### src/hw/rtl/rrs_pkg.sv
// rectangle region store: shared types, constants and codes
// used by rrs_ctrl, rrs_datapath and rectangle_region_store_top; no dependencies
`default_nettype none
package rrs_pkg;

  localparam int MAX_BOXES       = 64;
  localparam int IDX_W           = $clog2(MAX_BOXES);
  localparam int CNT_W           = $clog2(MAX_BOXES + 1);
  localparam int POINT_FRAC_BITS = 8;
  localparam int POINT_W         = 41;
  // compare width for point tests: box edge end (33 bits) scaled, plus a guard bit
  localparam int CMP_W = ((33 + POINT_FRAC_BITS > POINT_W) ? 33 + POINT_FRAC_BITS : POINT_W) + 1;

  localparam int IN_DATA_W  = 216;
  localparam int OUT_DATA_W = 16;

  typedef enum logic [1:0] {
    OP_ADD      = 2'd0,
    OP_SUBTRACT = 2'd1,
    OP_CONTAINS = 2'd2,
    OP_CLEAR    = 2'd3
  } op_t;

  typedef enum logic [1:0] {
    ST_DONE     = 2'd0,
    ST_EMPTY    = 2'd1,
    ST_NO_SPACE = 2'd2
  } status_t;

  typedef struct packed {
    logic [31:0] left;
    logic [31:0] top;
    logic [30:0] width;
    logic [30:0] height;
  } box_t;

  // controller to datapath
  typedef struct packed {
    logic cap;
    logic add_wr;
    logic sub_start;
    logic rd;
    logic calc;
    logic put;
    logic sub_commit;
    logic qry_start;
    logic qry_chk;
    logic clear;
    logic finish;
  } cmd_t;

  // datapath to controller
  typedef struct packed {
    op_t  op;
    logic box_empty;
    logic idx_done;
    logic fail;
    logic hit;
    logic last_piece;
    logic out_busy;
  } sts_t;

endpackage
`default_nettype wire

### src/hw/rtl/rrs_ctrl.sv
// rectangle region store: sequencing state machine
// depends on rrs_pkg; drives rrs_datapath through cmd_t, reads sts_t
`default_nettype none
module rrs_ctrl (
  input  logic          clk,
  input  logic          rst,
  input  logic          s_tvalid,
  output logic          s_tready,
  output rrs_pkg::cmd_t cmd,
  input  rrs_pkg::sts_t sts
);
  import rrs_pkg::*;

  typedef enum logic [8:0] {
    S_IDLE     = 9'b000000001,
    S_DISPATCH = 9'b000000010,
    S_ADD_WR   = 9'b000000100,
    S_SUB_RD   = 9'b000001000,
    S_SUB_CALC = 9'b000010000,
    S_SUB_PUT  = 9'b000100000,
    S_QRY_RD   = 9'b001000000,
    S_QRY_CHK  = 9'b010000000,
    S_FINISH   = 9'b100000000
  } state_t;

  state_t state, state_next;

  assign s_tready = (state == S_IDLE);

  always_ff @(posedge clk) begin
    if (rst) begin
      state <= S_IDLE;
    end else begin
      state <= state_next;
    end
  end

  always_comb begin
    state_next = state;
    cmd        = '0;
    unique case (state)
      S_IDLE: begin
        if (s_tvalid) begin
          cmd.cap    = 1'b1;
          state_next = S_DISPATCH;
        end
      end
      S_DISPATCH: begin
        unique case (sts.op)
          OP_ADD: begin
            state_next = sts.box_empty ? S_FINISH : S_ADD_WR;
          end
          OP_SUBTRACT: begin
            if (sts.box_empty) begin
              state_next = S_FINISH;
            end else begin
              cmd.sub_start = 1'b1;
              state_next    = S_SUB_RD;
            end
          end
          OP_CONTAINS: begin
            cmd.qry_start = 1'b1;
            state_next    = S_QRY_RD;
          end
          OP_CLEAR: begin
            cmd.clear  = 1'b1;
            state_next = S_FINISH;
          end
          default: state_next = S_FINISH;
        endcase
      end
      S_ADD_WR: begin
        cmd.add_wr = 1'b1;
        state_next = S_FINISH;
      end
      S_SUB_RD: begin
        if (sts.idx_done || sts.fail) begin
          cmd.sub_commit = 1'b1;
          state_next     = S_FINISH;
        end else begin
          cmd.rd     = 1'b1;
          state_next = S_SUB_CALC;
        end
      end
      S_SUB_CALC: begin
        cmd.calc   = 1'b1;
        state_next = S_SUB_PUT;
      end
      S_SUB_PUT: begin
        cmd.put = 1'b1;
        if (sts.last_piece) begin
          state_next = S_SUB_RD;
        end
      end
      S_QRY_RD: begin
        if (sts.idx_done || sts.hit) begin
          state_next = S_FINISH;
        end else begin
          cmd.rd     = 1'b1;
          state_next = S_QRY_CHK;
        end
      end
      S_QRY_CHK: begin
        cmd.qry_chk = 1'b1;
        state_next  = S_QRY_RD;
      end
      S_FINISH: begin
        if (!sts.out_busy) begin
          cmd.finish = 1'b1;
          state_next = S_IDLE;
        end
      end
      default: state_next = S_IDLE;
    endcase
  end

endmodule
`default_nettype wire

### config.mk
export PLATFORM = sky130hd
export DESIGN_NAME = rrs_ctrl
export DESIGN_NICKNAME = d
export VERILOG_FILES = /design/src/hw/rtl/rrs_pkg.sv /design/src/hw/rtl/rrs_ctrl.sv
export SDC_FILE = /design/constraint.sdc
export NUM_CORES = 1
export LEC_CHECK = 0
export BUFFER_PORTS_ARGS = -buffer_cell sky130_fd_sc_hd__buf_4
export CORE_MARGIN = 4
export CORE_UTILIZATION = 47
export DETAILED_ROUTE_END_ITERATION = 8
export PLACE_DENSITY = 0.76
export SYNTH_ARGS = -nofsm -noshare
export SYNTH_HDL_FRONTEND = slang
export SYNTH_SLANG_ARGS = --single-unit
### constraint.sdc
create_clock -name clk -period 2.83 [get_ports clk]
set_input_delay 0.566 -clock clk [delete_from_list [all_inputs] [get_ports clk]]
set_output_delay 0.566 -clock clk [all_outputs]
set_load 0.02 [all_outputs]
==> impl_summary.txt <==
----------------------------------------------------
[Worst setup path]
  Crit Path Max Fanout ... 10
  Cells along the critical path ... or4_4 -> or4b_4 -> o22a_1 -> nor2_1 -> buf_4
  Crit path kind ... reg2out
  Data arrival time of the critical path ... 2.18 ns
  Worst-path cell with the longest stage delay ... sky130_fd_sc_hd__or4_4
  Peak per-stage delay on the critical path ... 0.56 ns
  Capturing element type of the critical path ... primary output
  Required time at the endpoint of the critical path ... 2.26 ns
  Critical Path Source Type ... flop

[STA]
  Setup TNS after final layout ... 0 ns
  Unrepaired setup endpoints after global routing ... false
  Setup violations, final ... 0
  Clock skew after layout ... 0.0005525 ns
  Transition at the pin with the smallest max-transition slack ... 0.5578 ns
  Highest clock rate ... 364.7 MHz
  Hold Vio Cnt, Final ... 0
  Headroom to the max-slew limit ... 62.47%
  Worst-case hold slack ... 0.4824 ns
  Final period utilization ... 96.88%
  Final worst setup slack ... 0.08824 ns
  Final critical path time including I/O delays and setup ... 2.742 ns
  Final slew viol count ... 0

[Floorplan]
  Die Outline Area ... 0.002089 mm2
  Area inside the core boundary ... 0.001318 mm2
  I/O pin total ... 23
  Width of the die ... 45.71 um
  Vertical die dimension ... 45.71 um
  Core Rows ... 13
  Initial core utilization ... 50.71%

[Detailed routing]
  Routed via count divided by cell count ... 6.120
  Number of iterations in the first detailed-routing pass ... 4
  Violation count after the first detailed-route iteration ... 15
  Final wirelength ... 1.690 mm
  Antenna violation net count after detailed routing ... 0
  DRC viols ... 0
  Routed WL per cell ... 14.44 um
  Via total after detailed routing ... 716

[Run status]
  Outcome ... finished, final reports clean

[CTS]
  Root buf cell ... sky130_fd_sc_hd__clkbuf_4
  Worst-skew pair later-pin latency ... 0.26 ns
  Post-CTS Setup Repair Bufs ... 0
  CTS tree ... done
  CTS Buffer Depth ... 2
  Clock buffer count from CTS ... 3
  Htree depth ... 1
  Total number of clock tree sinks ... 9
  Number of resized instances in the post-cts repair step ... 0
  CTS hold repair buffers ... 0
  Post-CTS clock slew at the launch and capture registers of the worst setup and hold paths ... 0.06 ns

[Layout]
  Number of inserted filler cells in the final layout ... 112
  Seq. cell area ... 180.2 um2
  Number of cells in the finished layout apart from fillers ... 117
  Ratio of cells with drive above 1 in the final layout ... 36.27%
  Largest register by flop count ... state
  Final nets ... 114
  Post-route standard cell area excluding fillers ... 859.6 um2
  Area Overhead vs Synth ... 28.65%
  Max FFs per register ... 9
  Multi-input combinational cell area ... 457.9 um2
  Post-Route Utilization ... 65.24%
  Registers with the highest flip-flop counts ... state (9)
  ANT cells ... 0

[GRT]
  Number of antenna violations at the first check in global routing ... 0
  GRT Overall Usage ... 17.22%
  Vias in the first global route ... 616
  Total global routing overflow ... 0
  First-pass GRT wire length ... 2.580 mm
  Maximum number of pins on one net before global-route repair ... 11

[Synth]
  Synth Register Bits ... 9
  Number of flops mapped to enable cells by yosys ... 0
  Unique masters post-synth ... 42
  Most frequently used flop master after synthesis ... sky130_fd_sc_hd__dfxtp_1
  Share of synthesized flip-flops with an asynchronous set or reset ... 0%
  Fraction of the mapped netlist area in simple logic gates ... 49.06%
  Per-instance average area after synthesis ... 8.457 um2
  Parity-gate share of the synthesized area counting xor and xnor cells ... 2.622%
  Cells taking the most area after synthesis ... sky130_fd_sc_hd__dfxtp_1 27%, sky130_fd_sc_hd__nor2_1 6.2%, sky130_fd_sc_hd__or4_4 5.1%
  Synthesis warning total ... 0
  Arithmetic-cell share of the synthesized area counting full adders, half adders and majority gates ... 0%
  Mux cell area share after synthesis ... 1.685%
  Portion of synthesized cell area occupied by the leading cell type ... 26.97%
  Number of instances in the synthesized netlist ... 79
  Post-synthesis sequential area ratio ... 26.97%
  Post-synthesis compound-gate area fraction ... 15.17%
  Cell type contributing the most total cell area after synthesis ... sky130_fd_sc_hd__dfxtp_1
  Main combinational cell family by area after synthesis ... simple AND/OR/NAND/NOR gates
  Nets in the synthesized netlist ... 90
  Post-synthesis instance area ... 668.1 um2

[Power]
  Design Power ... 0.3062 mW
  Cell Pwr Density ... 356.2 mW/mm2
  Static leakage power ... 0.3641 nW
  Peak supply drop ... 0.1923 mV

[Placed design]
  Instance area after placement ... 833.3 um2
  Placed Cells incl. Taps ... 113
  Port bufs ... 22
  GPL Wtd Cong ... 0.7864
  Worst slack at placement ... 0.3886 ns

[Hold path]
  Class of the most critical hold timing path ... in2reg

[Flow run]
  Max Cap Viol ... 0

----------------------------------------------------
[cell usage in the layout, fill, tap and decap left out, drive strengths merged, types with 2 or more instances in the layout]
| cell type | count |
|---|---|
| or4 | 3 |
| or3 | 2 |
| nor3 | 5 |
| dfxtp | 9 |
| nor4b | 2 |
| clkbuf | 4 |
| and4b | 2 |
| o21ai | 6 |
| and3 | 4 |
| nand2b | 2 |
| or3b | 2 |
| nor2 | 11 |
| buf | 23 |
| xor2 | 2 |
| nor4 | 4 |
[worst paths after layout]
| check | startpoint | end | slack (ns) | cells after the start |
|---|---|---|---|---|
| worst max-delay path | state[2] | cmd[7] | 0.09 | 5 |
| worst min-delay path | sts[3] | state[4] | 0.48 | 2 |
| worst max register to register | state[5] | state[8] | 0.94 | 4 |
| worst min register to register | state[8] | state[8] | 0.59 | 2 |
[cells by family after synthesis]
logic type | Yosys count
muxes | 1
AOI/OAI and AO/OA | 15
DFF | 9
and+or+nand+nor | 47
buffers and inverters | 5
xor gates and xnor gates | 2
[Yosys cell counts, drive strengths merged (2+ instances only)]
library cell	number
nand2b	2
and4b	2
nor4	4
and3	4
buf	3
o21ai	6
or3	2
or4	3
or3b	2
nor3	5
dfxtp	9
nor4b	2
xor2	2
nor2	11
[worst max-delay path, delay by kind of cell, from the launching register on]
family          cells  cell delay (ns)
compound gates      1             0.21
buf+inv             1             0.14
flops               1             0.41
simple gates        3             1.16
[layout make-up]
type / count / area share [%]
repair buffers: 23 / 20.09
multi-input cells: 65 / 53.28
flip-flops and latches: 9 / 20.96
inverters: 1 / 0.4367
well taps: 15 / 2.183
clock buffers: 4 / 3.057
[power by group]
part | total [mW] | internal, mW | switching (mW)
Sequential | 0.136 | 0.130 | 0.00590
Clock | 0.101 | 0.0544 | 0.0466
Combinational | 0.0692 | 0.0347 | 0.0345
[layer usage]
layer	part of all wire [%]	wire, um	vias up	global-route usage (%)
li1	-	-	348	-
met1	41	686	327	20.95
met2	47	799	39	28.97
met3	11	192	2	4.348
met4	0.71	12	0	6.250
met5	0	0	-	0
Power figures use the tool's default switching activity.
